===== src/hdl/lfp_pkg.sv =====
// ----------------------------------------------------------------------------
// lfp_pkg
// Shared types and constants for the lidar frame parser: item structs, the
// command passed from the byte parser to the table stage, and packet layout.
// ----------------------------------------------------------------------------
package lfp_pkg;

  localparam int ANGLE_COUNT_DEF = 360;
  localparam int CMD_Q_DEPTH     = 4;
  localparam int OUT_Q_DEPTH     = 4;

  // Operation codes of an input item.
  localparam logic OP_BYTE  = 1'b0;
  localparam logic OP_QUERY = 1'b1;

  // Kinds of a result item.
  localparam logic KIND_READING = 1'b0;
  localparam logic KIND_ANSWER  = 1'b1;

  // Packet layout. Byte position zero means hunting for the start byte.
  localparam logic [7:0] START_BYTE      = 8'hFA;
  localparam logic [7:0] INDEX_BASE      = 8'hA0;
  localparam logic [4:0] POS_HUNT        = 5'd0;
  localparam logic [4:0] BODY_LEN        = 5'd21;
  localparam logic [4:0] BODY_INDEX      = 5'd0;
  localparam logic [4:0] BODY_SPEED_LO   = 5'd1;
  localparam logic [4:0] BODY_SPEED_HI   = 5'd2;
  localparam logic [4:0] BODY_READ_FIRST = 5'd3;
  localparam logic [4:0] BODY_READ_LAST  = 5'd18;
  localparam logic [1:0] READ_BYTE_LAST  = 2'd3;

  localparam int RANGE_W  = 14;
  localparam int ANGLE_W  = 9;

  typedef struct packed {
    logic               op;
    logic [7:0]         rx_byte;
    logic [ANGLE_W-1:0] query_angle;
  } in_item_t;

  typedef struct packed {
    logic               kind;
    logic [ANGLE_W-1:0] angle;
    logic [RANGE_W-1:0] range_value;
    logic [15:0]        signal_level;
    logic               bad_flag;
    logic               weak_flag;
    logic [15:0]        spin_rate;
  } out_item_t;

  // The result as far as the parser knows it, plus whether the angle lies
  // inside the table.
  typedef struct packed {
    out_item_t res;
    logic      hit;
  } cmd_t;

  typedef struct packed {
    logic clearing;
  } back_stat_t;

endpackage


===== src/hdl/lfp_front.sv =====
// ----------------------------------------------------------------------------
// lfp_front
// Byte parser: hunts for the start byte, collects the packet body and turns
// each finished reading, and each table query, into a command.
// ----------------------------------------------------------------------------
module lfp_front #(
  parameter int ANGLE_COUNT = lfp_pkg::ANGLE_COUNT_DEF
) (
  input  logic              clk,
  input  logic              rst_n,
  input  logic              accept,
  input  lfp_pkg::in_item_t in_item,
  output logic              cmd_valid,
  output lfp_pkg::cmd_t     cmd
);

  import lfp_pkg::*;

  logic [4:0]  pos_r, pos_nxt;
  logic [7:0]  index_r, index_nxt;
  logic [15:0] speed_r, speed_nxt;
  logic [23:0] rd_bytes_r, rd_bytes_nxt;

  logic [4:0]         body_num;
  logic [4:0]         read_off;
  logic [7:0]         index_off;
  logic [7:0]         b1;
  logic [ANGLE_W-1:0] read_angle;
  logic [7:0]         rx;

  assign rx         = in_item.rx_byte;
  assign body_num   = pos_r - 5'd1;
  assign read_off   = body_num - BODY_READ_FIRST;
  assign index_off  = index_r - INDEX_BASE;
  assign b1         = rd_bytes_r[15:8];
  // Four readings per packet, so the angle is the index offset times four
  // plus the slot number.
  assign read_angle = {index_off[6:0], read_off[3:2]};

  always_comb begin
    pos_nxt      = pos_r;
    index_nxt    = index_r;
    speed_nxt    = speed_r;
    rd_bytes_nxt = rd_bytes_r;
    cmd_valid    = 1'b0;
    cmd          = '0;

    if (accept) begin
      if (in_item.op == OP_QUERY) begin
        cmd_valid             = 1'b1;
        cmd.res.kind          = KIND_ANSWER;
        cmd.res.angle         = in_item.query_angle;
        cmd.hit               = (int'(in_item.query_angle) < ANGLE_COUNT);
      end else if (pos_r == POS_HUNT) begin
        if (rx == START_BYTE) begin
          pos_nxt = 5'd1;
        end
      end else begin
        if (body_num == BODY_INDEX) begin
          index_nxt = rx;
        end else if (body_num == BODY_SPEED_LO) begin
          speed_nxt[7:0] = rx;
        end else if (body_num == BODY_SPEED_HI) begin
          speed_nxt[15:8] = rx;
        end else if (body_num >= BODY_READ_FIRST && body_num <= BODY_READ_LAST) begin
          if (read_off[1:0] != READ_BYTE_LAST) begin
            rd_bytes_nxt[8*read_off[1:0] +: 8] = rx;
          end else if (index_r >= INDEX_BASE && int'(read_angle) < ANGLE_COUNT) begin
            cmd_valid            = 1'b1;
            cmd.res.kind         = KIND_READING;
            cmd.res.angle        = read_angle;
            cmd.res.range_value  = {b1[5:0], rd_bytes_r[7:0]};
            cmd.res.signal_level = {rx, rd_bytes_r[23:16]};
            cmd.res.bad_flag     = b1[7];
            cmd.res.weak_flag    = b1[6];
            cmd.res.spin_rate    = speed_r;
            cmd.hit              = 1'b1;
          end
        end
        // The two checksum bytes only advance the position.
        pos_nxt = (pos_r == BODY_LEN) ? POS_HUNT : pos_r + 5'd1;
      end
    end
  end

  always_ff @(posedge clk) begin
    if (!rst_n) begin
      pos_r      <= POS_HUNT;
      index_r    <= '0;
      speed_r    <= '0;
      rd_bytes_r <= '0;
    end else begin
      pos_r      <= pos_nxt;
      index_r    <= index_nxt;
      speed_r    <= speed_nxt;
      rd_bytes_r <= rd_bytes_nxt;
    end
  end

endmodule


===== config.mk =====
export PLATFORM = sky130hd
export DESIGN_NAME = lfp_front
export DESIGN_NICKNAME = d
export VERILOG_FILES = /design/src/hdl/lfp_pkg.sv /design/src/hdl/lfp_front.sv
export SDC_FILE = /design/constraint.sdc
export NUM_CORES = 1
export LEC_CHECK = 0
export CAP_MARGIN = 40
export CORE_ASPECT_RATIO = 1.25
export CORE_UTILIZATION = 64
export CTS_CLUSTER_SIZE = 30
export DETAILED_ROUTE_END_ITERATION = 10
export DONT_BUFFER_PORTS = 1
export GPL_TIMING_DRIVEN = 0
export PLACE_DENSITY_LB_ADDON = 0.1
export RECOVER_POWER = 25
export SYNTH_ARGS = -nofsm -noshare
export SYNTH_HDL_FRONTEND = slang
export SYNTH_SLANG_ARGS = --single-unit

===== constraint.sdc =====
create_clock -name clk -period 6.6 [get_ports clk]
set_clock_uncertainty 0.2 [all_clocks]
set_input_delay 1.65 -clock clk [delete_from_list [all_inputs] [get_ports clk]]
set_output_delay 1.65 -clock clk [all_outputs]
set_load 0.05 [all_outputs]

# Word-level counts from Yosys, hierarchy flattened
# Index checks and enable logic that the tools add are counted.
# totals
reg_bits,53
in_bits,21
out_inout_bits,60
word_cells,61
# classes
add_sub_neg,5
n_lt_le_gt_ge,5
eq_ne,6
n_shift,2
mux,24
bitwise,5
reduce_logical,9
# ops
cell,n
59-bit 2-to-1 mux,7
58-bit 2-to-1 mux,1
48-bit 2-to-1 mux,1
5-bit negation with 34-bit output,1
"8-bit by 34-bit variable shift with 24-bit output, first input constant",1
8-bit by 34-bit variable part select with 24-bit output,1
24-bit bitwise mux,1
"9-bit less-than comparator, second input constant",2
5-bit 2-to-1 mux,3
5-bit logical NOT,2
1-bit 2-to-1 mux,10
10-bit 2-to-1 mux,1
"8-bit == test, second input constant",1
"8-bit >= comparator, second input constant",1
8-bit AND reduction,1
"7-bit by 6-bit subtractor with 7-bit output, second input constant",1
6-bit AND reduction,1
"5-bit by 1-bit adder with 5-bit output, second input constant",1
"5-bit by 1-bit == test with 1-bit output, second input constant",1
"5-bit by 2-bit == test with 1-bit output, second input constant",1
"5-bit == test, second input constant",1
"5-bit by 2-bit >= comparator with 1-bit output, second input constant",1
"5-bit less-or-equal comparator, second input constant",1
1-bit inverter,5
8 further kinds,9

# Longest topological paths before layout
# depth
ltp_word,13
depth_mapped,11
ltp_nobuf,7

# Least setup slack after synthesis
# OpenSTA, ideal clock, no wires.
# synth_timing
path_type,input port to output port
from,input accept
to,output cmd[50] in the netlist's numbering
arrival_ns,2.923
slack_ns,1.827
path_stages,3
n_path_buf,1
cell_sequence,and2_1 clkbuf_1 a22o_1
# synth_lines
item,line_no,rtl
"start, declared",lfp_front.sv:11,"input logic accept,"
"end, declared",lfp_front.sv:14,output lfp_pkg::cmd_t cmd

==> results.md <==
- The CTS H-tree depth is 2.
- Data on the critical path is required at its endpoint by approximately 4800 ps.
- The area growth from synthesis to layout is 3.95%.
- The core region is ~4700 sq um.
- The pre-CTS worst setup slack is about 1700 ps.
- The relative slew slack is 0.247.
- The mean cell area of the mapped netlist is between 8 and 9 sq um.
- The fraction of final layout cells sized beyond drive strength 1 is 0.0582.
- The post-route core utilization is 0.688.
- The width of the die is about 64 um.
- Dividing the final minimum period by the clock period gives 0.804.
- The via count of the first global-routing pass was around 2500.
- Dividing the detail-routed wire length by the instance count gives 17.0 um.
- The row count is 28.
- Fill cells in the final layout number 422.
- Max-cap violations in this run came to 0.
- Of all flip-flops after synthesis, the portion carrying an async set or reset was 0.
- The run finished with clean final reports.
- Setup repair after global routing left no endpoint under its margin.
- The wire length of the first global-routing pass is around 12 mm.
- For the final routed database, the setup TNS stands at 0 ps.
- Yosys attributes the largest share of cell area to dfxtp_1 34%, mux2i_1 13%, and2_1 10%.
- The worst path setup slack after routing is 1300 ps.
- In the routed layout, each cell is associated on average with a via count of just over 6.
- Dividing total power by cell area gives a power density of around 160 nW/um^2.
- The largest net degree at the start of global routing is 16.
- The mapped cell area is around 3100 sq um.
- The number of inserted diodes is 0.
- Before antenna repair, the detailed router went through 4 iterations.
- The floorplan step defined a die boundary enclosing 5140 sq um.
- From bottom edge to top edge, the die measures between 70 and 80 um.
- Setup violations remaining at the end of the flow were counted as 0.
- The detail route stage leaves a number of antenna-violating nets equal to 0.
- The critical path is of the flip-flop to output pin type.
- Synthesis produced a netlist with a net count of between 300 and 400.
- The share of the yosys chip area belonging to registers is 0.341.
- The placed instance count is 430.
- The signal arrival time at the worst endpoint is around 3500 ps.
- After clock tree synthesis, the clock-pin slew on the worst setup and hold paths is approximately 90 ps.
- The routed design has approximately 7.4 mm of wire.
- The final critical delay including setup and external delays is about 5300 ps.
- In the synthesized netlist, the cells that appear most often are 53 x dfxtp_1, 51 x nand2_1, 50 x and2_1.
- The number of gates given a new drive strength after cts is 0.
- TritonCTS built the clock tree.
- The later pin in the worst-skew pair is clocked with a latency of between 200 and 300 ps.
- The startpoint kind of the worst setup timing path is a flip-flop.
- The initial utilization of the core area, before any placement, comes to 0.662.
- Across the VDD grid, the largest voltage drop is between 0.00009 and 0.0001 V.
- The highest fanout seen on the critical path is 10.
- The finished layout holds between 400 and 500 standard cells, fillers aside.
- The CTS root buffer is clkbuf_8.
- The maximum achievable frequency is about 190 MHz.
- The tightest min-delay check is of the flip-flop to flip-flop type.
- The final routed DRC violation total is 0.
- The hold violation total from the final report is 0.
- For this design the top-level I/O count stands at between 80 and 90.
- The count of synthesis-stage warnings from yosys is 0.
- The number of clock buffers added by TritonCTS is 5.
- Synthesis produced between 300 and 400 cells.
- The number of DRC violations after detailed-routing iteration 0 is ~250.
- Routability-driven placement finished with a final weighted congestion of a little over 0.9.
- The max-slew violation count came to 0.
- The worst setup path is captured at an output pin.
- Once the clock tree was built, the setup fixing pass inserted 0 buffers.
- The total congestion overflow is 0.
- The combined global-route utilization of all metal layers is 0.300.
- The most frequent cell after synthesis is dfxtp_1.
- After the last flow step, the layout net total stands at 406.
- The most frequently used flop master after synthesis is dfxtp_1.
- The number of flops mapped to enable cells by yosys is 0.
- The via count of the routed design is around 2700.
- The largest total area in the synthesized netlist belongs to dfxtp_1.
- The top cell type's share of synthesized area is 0.341.
- Summed over all nets, the half-perimeter wirelength after detailed placement is around 5.5 mm.
- For this design, the sink count on the clock tree is between 50 and 60.
- Port buffering added 0 buffers.
- The count of hold-fix buffers inserted at cts is 0.
- Summed over all cells, the static leakage comes to 1.45 nW.
- The number of storage elements in the synthesis netlist is 53.
- No sink is reached through more buffers than the 2 on the longest clock path.
- Counting distinct cell types in the post-synthesis netlist gives around 50.
- The slew of the pin with the lowest slew margin is between 1000 and 1500 ps.
- The initial antenna violation count is 0.
per-stage QoR:
| step | hold WS, ps | instance area (sq um) | total power, mW |
|---|---|---|---|
| after global routing | 284 | 3230 | 0.550 |
| after detailed placement | 248 | 3210 | 0.360 |
| after global placement | 240 | 3180 | 0.358 |
| after CTS | 261 | 3290 | 0.534 |
| after floorplan | 233 | 3110 | 0.354 |
| final | 256 | 3230 | 0.530 |
power by group:
part | leakage, nW | switching, mW | internal [mW] | total [mW]
clock network | 0.0385 | 0.102 | 0.0753 | 0.177
logic | 0.982 | 0.0255 | 0.00755 | 0.0331
registers | 0.427 | 0.0000403 | 0.319 | 0.320
total | 1.45 | 0.127 | 0.402 | 0.530
final timing paths:
check / from / slack [ps] / cells past startpoint / endpoint
max: pos_r[0] / 1300 / 10 / cmd[17]
min reg2reg: rd_bytes_r[17] / 260 / 2 / rd_bytes_r[17]
max reg2reg: pos_r[0] / 2930 / 9 / speed_r[11]
min: rd_bytes_r[17] / 260 / 2 / rd_bytes_r[17]
flip-flops by register name, indices dropped and copies added, names as in the netlist:
register,count
index_r,8
pos_r,5
rd_bytes_r,24
speed_r,16
cell families after synthesis:
group | after synthesis | synth area share
adder cells (fa/ha/maj) | 8 | 0.0322
XOR/XNOR | 2 | 0.00564
flip-flops | 53 | 0.341
AO/OA/AOI/OAI | 57 | 0.126
buffers and inverters | 32 | 0.0543
multiplexers | 40 | 0.129
AND/OR/NAND/NOR | 175 | 0.311
cell type report:
cell class / count / area, sq um / share of cell area
Buffer: 24 / 129 / 0.0399
Clock buffer: 7 / 76.3 / 0.0236
Clock inverter: 1 / 7.51 / 0.00232
Inverter: 8 / 30.0 / 0.00930
Multi-Input combinational cell: 282 / 1820 / 0.565
Sequential cell: 53 / 1060 / 0.328
Tap cell: 60 / 75.1 / 0.0232
Timing Repair Buffer: 3 / 27.5 / 0.00852
cells in the final DEF (no fill, tap or decap), types with 4 or more instances in the layout:
master,n
o2111ai_1,4
dfxtp_1,53
clkbuf_1,18
mux2i_1,40
and2_1,50
inv_1,7
a22o_1,8
buf_6,4
nand3_1,36
nor2b_1,4
ha_1,8
clkbuf_8,5
o21ai_0,16
nand2_1,51
a21oi_1,16
nand2b_1,4
nor2_1,10
metal layers:
layer  global-route usage  vias up  share of wire
met3               0.0386        8          0.052
li1                     -     1291              -
met2                0.516       83           0.51
met5                    0        -              0
met1                0.379     1282           0.43
met4                0.107        0         0.0090
critical path: stages, from the launching register on:
cell and delay, ps:
dfxtp_1 540, inv_1 190, ha_1 230, clkbuf_1 210, or4_1 500, o21ai_1 160
or3_1 110, buf_4 130, and3_4 190, clkbuf_1 360, and2_1 530
No activity file was read; power rests on OpenSTA's default activity.
