`src/hdl/lfp_fifo.sv`:
```
// ----------------------------------------------------------------------------
// lfp_fifo
// Small register queue with a fill level; the head entry is shown while the
// queue is not empty.
// ----------------------------------------------------------------------------
module lfp_fifo #(
  parameter int WIDTH = 8,
  parameter int DEPTH = 4
) (
  input  logic                         clk,
  input  logic                         rst_n,
  input  logic                         push,
  input  logic [WIDTH-1:0]             wdata,
  output logic                         full,
  input  logic                         pop,
  output logic [WIDTH-1:0]             rdata,
  output logic                         empty,
  output logic [$clog2(DEPTH+1)-1:0]   level
);

  localparam int PW = (DEPTH > 1) ? $clog2(DEPTH) : 1;
  localparam int LW = $clog2(DEPTH + 1);

  logic [WIDTH-1:0] mem_r [DEPTH];
  logic [PW-1:0]    wr_ptr_r, wr_ptr_nxt;
  logic [PW-1:0]    rd_ptr_r, rd_ptr_nxt;
  logic [LW-1:0]    level_r, level_nxt;
  logic             do_push, do_pop;

  assign full    = (level_r == LW'(DEPTH));
  assign empty   = (level_r == '0);
  assign level   = level_r;
  assign rdata   = mem_r[rd_ptr_r];
  assign do_push = push && !full;
  assign do_pop  = pop && !empty;

  always_comb begin
    wr_ptr_nxt = wr_ptr_r;
    rd_ptr_nxt = rd_ptr_r;
    level_nxt  = level_r;
    if (do_push) begin
      wr_ptr_nxt = (wr_ptr_r == PW'(DEPTH - 1)) ? '0 : wr_ptr_r + 1'b1;
    end
    if (do_pop) begin
      rd_ptr_nxt = (rd_ptr_r == PW'(DEPTH - 1)) ? '0 : rd_ptr_r + 1'b1;
    end
    if (do_push && !do_pop) begin
      level_nxt = level_r + 1'b1;
    end else if (do_pop && !do_push) begin
      level_nxt = level_r - 1'b1;
    end
  end

  always_ff @(posedge clk) begin
    if (!rst_n) begin
      wr_ptr_r <= '0;
      rd_ptr_r <= '0;
      level_r  <= '0;
    end else begin
      wr_ptr_r <= wr_ptr_nxt;
      rd_ptr_r <= rd_ptr_nxt;
      level_r  <= level_nxt;
    end
  end

  always_ff @(posedge clk) begin
    if (do_push) begin
      mem_r[wr_ptr_r] <= wdata;
    end
  end

endmodule

```
`config.mk`:
```
export PLATFORM = sky130hd
export DESIGN_NAME = lfp_fifo
export DESIGN_NICKNAME = d
export VERILOG_FILES = /design/src/hdl/lfp_fifo.sv
export SDC_FILE = /design/constraint.sdc
export NUM_CORES = 1
export LEC_CHECK = 0
export ABC_AREA = 1
export BUFFER_PORTS_ARGS = -buffer_cell sky130_fd_sc_hd__clkbuf_2
export CORE_AREA = 2 2 68 54
export CTS_CLUSTER_SIZE = 40
export DETAILED_ROUTE_END_ITERATION = 6
export DIE_AREA = 0 0 70 56
export PLACE_DENSITY_LB_ADDON = 0.05
export SYNTH_ARGS = -nofsm -noshare
export SYNTH_HDL_FRONTEND = slang
export SYNTH_SLANG_ARGS = --single-unit
```
`constraint.sdc`:
```
create_clock -name clk -period 1.9 [get_ports clk]
set_input_delay 0.095 -clock clk [delete_from_list [all_inputs] [get_ports clk]]
set_output_delay 0.095 -clock clk [all_outputs]
set_load 0.03 [all_outputs]
```
# Word level (Yosys, flattened, before mapping)
# Memories as Yosys holds them, arrays and structs flattened. A register that Yosys moved wholly into a read port is not among the register bits.
# Cells that the tools add are included.
[totals]
regBits = 7
latchBits = 0
ram_bits = 32
romBits = 0
input_bits = 12
out_inout_bits = 13
wordCells = 29
mem_count = 1
[mem_list]
columns = ["memory", "depth", "width", "read_ports", "rd_ports_with_merged_regs", "wr", "line", "rtl"]
rows = [
  ["mem_r", 4, 8, 1, 1, 1, "24", "logic [WIDTH-1:0] mem_r [DEPTH];"],
]
[classes]
add_sub_neg = 4
mul = 0
div_mod_pow = 0
order_cmp = 0
n_eq_ne = 3
shifts = 0
muxes = 8
n_bitwise = 0
n_reduce_logical = 10
[ops]
columns = ["op", "count"]
rows = [
  ["$mux W2", 4],
  ["$mux W3", 2],
  ["$add A2 B1 Y2 const B", 2],
  ["$eq A2 B2 Y1 const B", 2],
  ["$logic_and A1 B1 Y1", 4],
  ["$logic_not A1 Y1", 4],
  ["$add A3 B1 Y3 const B", 1],
  ["$eq A3 B3 Y1 const B", 1],
  ["$logic_not A3 Y1", 1],
  ["$sub A3 B1 Y3 const B", 1],
  ["$mux W1", 2],
  ["$reduce_bool A2 Y1", 1],
]

# Logic depth before layout (Yosys ltp)
# Gate-level depths: netlist (run 1).
[logic_depth]
ltp_word = 7
mapped_depth = 13
depth_no_buf = 13

# Worst setup path after synthesis (run 1)
# Ideal clock, no wire load.
[synth_path]
path_kind = "register -> register"
startpoint = "register level_r[1] (netlist: level[1])"
endpoint = "register level_r[2] (netlist: level[2])"
setup_time_ps = 110
arrival_ps = 1788
required_ps = 1790
setup_slack_ps = 2
stages_incl_launch_ff = 14
n_path_buf = 0
synth_period_minus_slack_ps = 1898
path_cell_list = "dfxtp_1 -> nor2_1 -> nand2_1 -> nand2_2 -> inv_1 -> ha_1 -> inv_1 -> fa_1 -> inv_1 -> nand2_1 -> nand3_1 -> nand2_1 -> inv_1 -> nor2_1"
[synth_between]
elab_chain_cells = 6
elab_cells_between_ends = 15
cone_classes = "add/sub (2); eq/ne (1); mux (2); reduce/logical (10)"
[synth_lines]
columns = ["item", "line", "rtl"]
rows = [
  ["start, declared", "27", "logic [LW-1:0] level_r, level_nxt;"],
  ["start signal, assigned", "62", "level_r <= level_nxt;"],
  ["$eq A3 B3 Y1 (*)", "30", "assign full = (level_r == LW'(DEPTH));"],
  ["$logic_not A1 Y1 (*)", "34", "assign do_push = push && !full;"],
  ["$logic_and A1 B1 Y1 (*)", "34", ""],
  ["via do_push", "28", "logic do_push, do_pop;"],
  ["$logic_not A1 Y1", "49", "end else if (do_pop && !do_push) begin"],
  ["$logic_and A1 B1 Y1", "49", ""],
  ["$reduce_bool A2 Y1 (no line)", "-", ""],
]
# Mark *: on every way through the listed nets, which the timed path passes. The rest lies on a longest branch. The select of a mux whose other input is x is not followed.
# A chain may end at the register's enable or synchronous reset.

# Worst setup path in the final report (run 1)
[layout_path]
startpoint = "register level_r[1] (netlist: level[1])"
endpoint = "register level_r[1] (netlist: level[1])"
[layout_between]
elab_cells_between_ends = 15
cone_classes = "add/sub (2); eq/ne (1); mux (2); reduce/logical (10)"
[layout_lines]
columns = ["item", "line", "rtl"]
rows = [
  ["$eq A3 B3 Y1", "30", ""],
  ["$logic_not A1 Y1", "34", ""],
  ["$logic_and A1 B1 Y1", "34", ""],
  ["via do_push", "28", ""],
  ["$logic_and A1 B1 Y1", "47", "if (do_push && !do_pop) begin"],
  ["$mux W3", "47", ""],
  ["via level_nxt[1]", "27", ""],
]
# The timed path passes the listed nets, and every way through them passes these cells. The select of a mux whose other input is x is not followed.

==> results.yml, run 1 <==
place:
  portBuffers: 24
  gp_congestion: 0.868
  dp.final_hpwl_mm: 2.04
  dpl_cell_area_sq_um: 1890
clock_tree:
  clock-root-buffer: "clkbuf_8"
  cts_resized: 0
  clockBufferDepth: 2
  path_clk_slew_ns: 0.08
  clock_latency_ns: 0.29
  cts.sinks: 41
  cts.htree.levels: 2
  post_cts_buffers: 0
  numCtsBuffers: 5
  cts_tree: "built"
  ctsHoldBuffers: 0
timing:
  finalHoldViolCount: 0
  fin_tns_setup_ns: 0
  rsz0062_at_grt: "false"
  skew_ns: 0.0110
  final.period_utilization: 0.910
  finalSetupViolations: 0
  tightest_slew_ns: 0.330
  slew_viol_final: 0
  maxSlewHeadroom: 0.779
  fin_crit_ns: 1.73
  max_clock_freq_ghz: 0.579
synth:
  ys_warn_count: 0
  ys_top_cells_by_count: "33 x nor2_1, 32 x edfxtp_1, 18 x inv_1"
  synth_top_area_share: 0.568
  synth_top_cell_by_area: "edfxtp_1"
  ys.flop_type: "edfxtp_1"
  ys_seq_area_frac: 0.674
  netlist_area_sq_um: 1690
  synthCells: 148
  ys_ff_latch: 41
  synth_most_common_cell: "nor2_1"
  synth_edf_count: 32
  synth_cell_types: 18
  ys_async_sr_fraction: 0
  syn_avg_cell_area_sq_um: 11.4
  syn-num-nets: 167
  synthTopCellsByArea: "edfxtp_1 57%, dfxtp_1 11%, nor2_1 7.3%, ha_1 4.4%, o21ai_0 4.1%"
die:
  die_w_um: 70
  chipHeight_um: 56
  num_rows: 18
  dieArea_sq_um: 3920
  core_area_sq_um: 3200
  start_util: 0.529
  io_pins: 25
global_route:
  grtUsageTotal: 0.165
  grt_pass1_vias: 994
  grt_pass1_wl_mm: 4.69
  antenna_found_initial: 0
  grt_max_degree: 17
  gr-total-overflow: 0
cells_and_area:
  nFillCells: 255
  multi_input_area_sq_um: 460
  layout-drive-gt1-share: 0.254
  regArea_sq_um: 1140
  finalNetCount: 203
  final_cell_area_sq_um: 2030
  num_antenna_cells: 0
  area_growth_pct: 20.0
worst_setup_path:
  start_kind: "flop"
  crit_required_ns: 2.08
  path_class: "flop to flop"
  end_kind: "flop"
  crit_fanout: 4
  arrival_ns: 1.91
power:
  p_per_area_nw_per_um2: 1570
  p_leak_nw: 0.854
  vdd_drop_max_uv: 800
hold_path:
  hold_class: "input pin to flop"
run_status:
  status: "complete, no violations"
drt:
  wl_per_cell_um: 13.2
  ant_nets: 0
  post-route-drc-count: 0
  viasPerCell: 4.92
  vias: 1108
  drtIter0Drc: 24
  drt-total-wl_mm: 2.96
  firstDrtPassIters: 4
flow_run:
  drv_cap: 0
cell families (layout without fill, tap and decap cells):
kind of cell	Yosys count	in the layout	synth area share
DFF	41	41	0.674
buffers and inverters	21	58	0.0554
and+or+nand+nor	51	51	0.119
adders and majority gates	7	7	0.0562
AOI/OAI and AO/OA	28	28	0.0953
path summary, 6_finish.rpt:
kind / endpoint / from / depth (start not counted) / slack, ns
min: mem_r[2][2] / wdata[2] / 1 / 0.02
max reg2reg: level[1] / level[1] / 9 / 0.17
min reg2reg: level[0] / level[0] / 2 / 0.52
max: level[1] / level[1] / 9 / 0.17
sequential cells by signal, indices dropped and copies added, names as in the netlist, named ones only:
name      cells
mem_r        32
level         3
rd_ptr_r      2
wr_ptr_r      2
layout make-up:
class | instances | area share
clock buffers | 5 | 0.0339
multi-input cells | 86 | 0.227
inverters | 19 | 0.0351
clock inverters | 3 | 0.0320
well taps | 40 | 0.0246
repair buffers | 31 | 0.0850
flip-flops and latches | 41 | 0.563
stage by stage:
| stage | cells | hold slack (ns) | utilization | power, mW | worst slack, ns |
|---|---|---|---|---|---|
| after CTS | 225 | 0.00223 | 0.634 | 3.21 | 0.0867 |
| after floorplan | 148 | 0.194 | - | 2.05 | 0.00239 |
| after detailed placement | 217 | 0.314 | 0.592 | 2.39 | 0.0897 |
| final | 225 | 0.0182 | 0.635 | 3.19 | 0.172 |
| after global placement | 217 | 0.313 | 0.592 | 2.35 | 0.187 |
| after global routing | 225 | 0.000958 | 0.635 | 3.39 | 0.0157 |
per-layer routing:
metal  part of all wire  up-vias  track usage
met3              0.034        4       0.0688
li1                   -      571            -
met1               0.48      513        0.200
met5                  0        -            0
met4              0.015        0       0.0742
met2               0.47       20        0.260
power by group:
group / switching [mW] / internal (mW)
Clock: 0.284 / 0.521
Combinational: 0.793 / 0.367
Sequential: 0.107 / 1.12
Total: 1.18 / 2.01
cell usage in the layout, fill, tap and decap left out, drive strengths merged:
cell,netlist,layout
nor2,33,33
edfxtp,32,32
clkbuf,0,29
inv,19,19
o21ai,18,18
nand2,15,15
dfxtp,9,9
o22ai,8,8
buf,2,7
ha,6,6
a21oi,2,2
bufinv,0,2
nand3b,1,1
nand3,1,1
nand4,1,1
fa,1,1
clkinv,0,1
critical path, cell delays in order, from the launching register on:
cell and delay, ns:
dfxtp_2 0.35, nor2_2 0.14, nand2_1 0.12, nand2_2 0.08, inv_1 0.04, ha_1 0.20
inv_1 0.09, fa_1 0.42, o21ai_1 0.14, nor2_1 0.05
No activity file was read; power rests on OpenSTA's default activity.
==> inputs of run 2 (changes only) <==
--- a/config.mk
+++ b/config.mk
@@ -13,2 +13,3 @@
 export DIE_AREA = 0 0 70 56
+export MAX_ROUTING_LAYER = met4
 export PLACE_DENSITY_LB_ADDON = 0.05
==> constraint.sdc (replaced) <==
create_clock -name clk -period 1.9 [get_ports clk]
set_input_delay 0.57 -clock clk [delete_from_list [all_inputs] [get_ports clk]]
set_output_delay 0.57 -clock clk [all_outputs]
set_load 0.03 [all_outputs]
==> results.yml, run 2 (synthesized netlist as in run 1, its figures left out) <==
run_status:
  status: "complete, no violations"
timing:
  slew_viol_final: 0
  tightest_slew_ns: 0.174
  final.period_utilization: 0.976
  fin_crit_ns: 1.85
  fin_tns_setup_ns: 0
  rsz0062_at_grt: "true"
  skew_ns: 0.00939
  finalSetupViolations: 0
  finalHoldViolCount: 0
  max_clock_freq_ghz: 0.539
  maxSlewHeadroom: 0.883
cells_and_area:
  area_growth_pct: 21.1
  largest_register_ffs: 32
  final_cell_mix: "32 x nor2_1, 32 x edfxtp_1, 17 x inv_1, 17 x clkbuf_2, 13 x nand2_1"
  num_antenna_cells: 0
  finalNetCount: 205
  final_cell_area_sq_um: 2050
  fin_cells: 226
  regMostFlops: "mem_r"
  layout-drive-gt1-share: 0.274
die:
  chipHeight_um: 56
  num_rows: 18
  dieArea_sq_um: 3920
  die_w_um: 70
  core_area_sq_um: 3200
  io_pins: 25
  start_util: 0.529
global_route:
  grt_pass1_vias: 1062
  antenna_found_initial: 0
  gr-total-overflow: 0
  grtUsageTotal: 0.168
  grt_max_degree: 17
  grt_pass1_wl_mm: 4.77
clock_tree:
  ctsHoldBuffers: 0
  cts_tree: "built"
  clockBufferDepth: 2
  numCtsBuffers: 5
  path_clk_slew_ns: 0.07
  cts.htree.levels: 2
  clock-root-buffer: "clkbuf_8"
  cts.sinks: 41
  clock_latency_ns: 0.29
place:
  dpl_cell_area_sq_um: 1910
  gp_congestion: 0.863
  portBuffers: 24
  dp_cells: 218
  dp.final_hpwl_mm: 2.05
worst_setup_path:
  r2r_cells: 12
  end_kind: "primary output"
  crit_path_end: "rdata[4]"
  start_kind: "flop"
  regToRegSetupSlack_ns: 0.10
  arrival_ns: 1.28
  crit_fanout: 8
  path_class: "flop to primary output"
  r2r_end: "level[2]"
  r2r-start: "level[1]"
  crit_required_ns: 1.33
hold_path:
  hold_class: "input pin to flop"
drt:
  vias: 1126
  ant_nets: 0
  wl_per_cell_um: 13.7
  drtIter0Drc: 62
  post-route-drc-count: 0
  firstDrtPassIters: 4
  viasPerCell: 4.98
  drt-total-wl_mm: 3.09
flow_run:
  drv_cap: 0
power:
  p_per_area_nw_per_um2: 1480
  p_leak_nw: 0.848
  vdd_drop_max_uv: 755
run 2: final cells by class:
type,instances,area [sq um]
sequential,41,1150
inverter,19,76.3
clock inverter,1,3.75
fill,256,1150
multi-input combinational,86,465
timing repair buffer,33,228
tap,40,50.0
clock buffer,6,72.6
run 2: worst min-delay path by stage:
stage	cells past startpoint	slack, ns	startpoint	endpoint
after global routing	1	0.49	wdata[2]	mem_r[0][2]
after floorplan	4	0.50	rd_ptr_r[1]	flop
after detailed placement	4	0.53	rd_ptr_r[1]	rd_ptr_r[1]
final	1	0.50	wdata[2]	mem_r[3][2]
after CTS	1	0.50	wdata[2]	mem_r[0][2]
after global placement	2	0.51	level[0]	level[0]
run 2: through the flow:
step	power, mW	setup slack [ns]	hold WS, ns	util
floorplan	2.05	0.00239	0.501	-
global placement	2.38	0.134	0.509	0.598
detailed placement	2.43	-0.0198	0.532	0.598
CTS	2.96	0.00120	0.495	0.625
global route	3.23	-0.0397	0.489	0.641
finish	3.04	0.0455	0.502	0.641
run 2: critical path, stage by stage (launching register included):
cell	delay, ns
dfxtp_4	0.40
buf_12	0.13
o21ai_1	0.07
o22ai_1	0.20
buf_4	0.19
run 2: timing repair:
action | 4_1_cts | 5_1_grt
pin swaps | 0 | 2
setup endpoints to repair | 8 | 8
gates cloned | 0 | 1
buffers inserted | 0 | 0
resized for setup | 6 | 21
run 2: layer usage:
| metal | routed length, um | global-route usage | part of all wire |
|---|---|---|---|
| met5 | 0 | - | 0 |
| met4 | 34 | 0.0714 | 0.011 |
| met3 | 138 | 0.0489 | 0.045 |
| met2 | 1510 | 0.271 | 0.49 |
| met1 | 1410 | 0.198 | 0.46 |
run 2: where the power goes:
part / switching, mW / total [mW] / leakage (nW) / internal, mW
logic: 0.823 / 1.28 / 0.440 / 0.460
clock network: 0.258 / 0.505 / 0.0387 / 0.247
registers: 0.117 / 1.25 / 0.370 / 1.13
total: 1.20 / 3.04 / 0.848 / 1.84
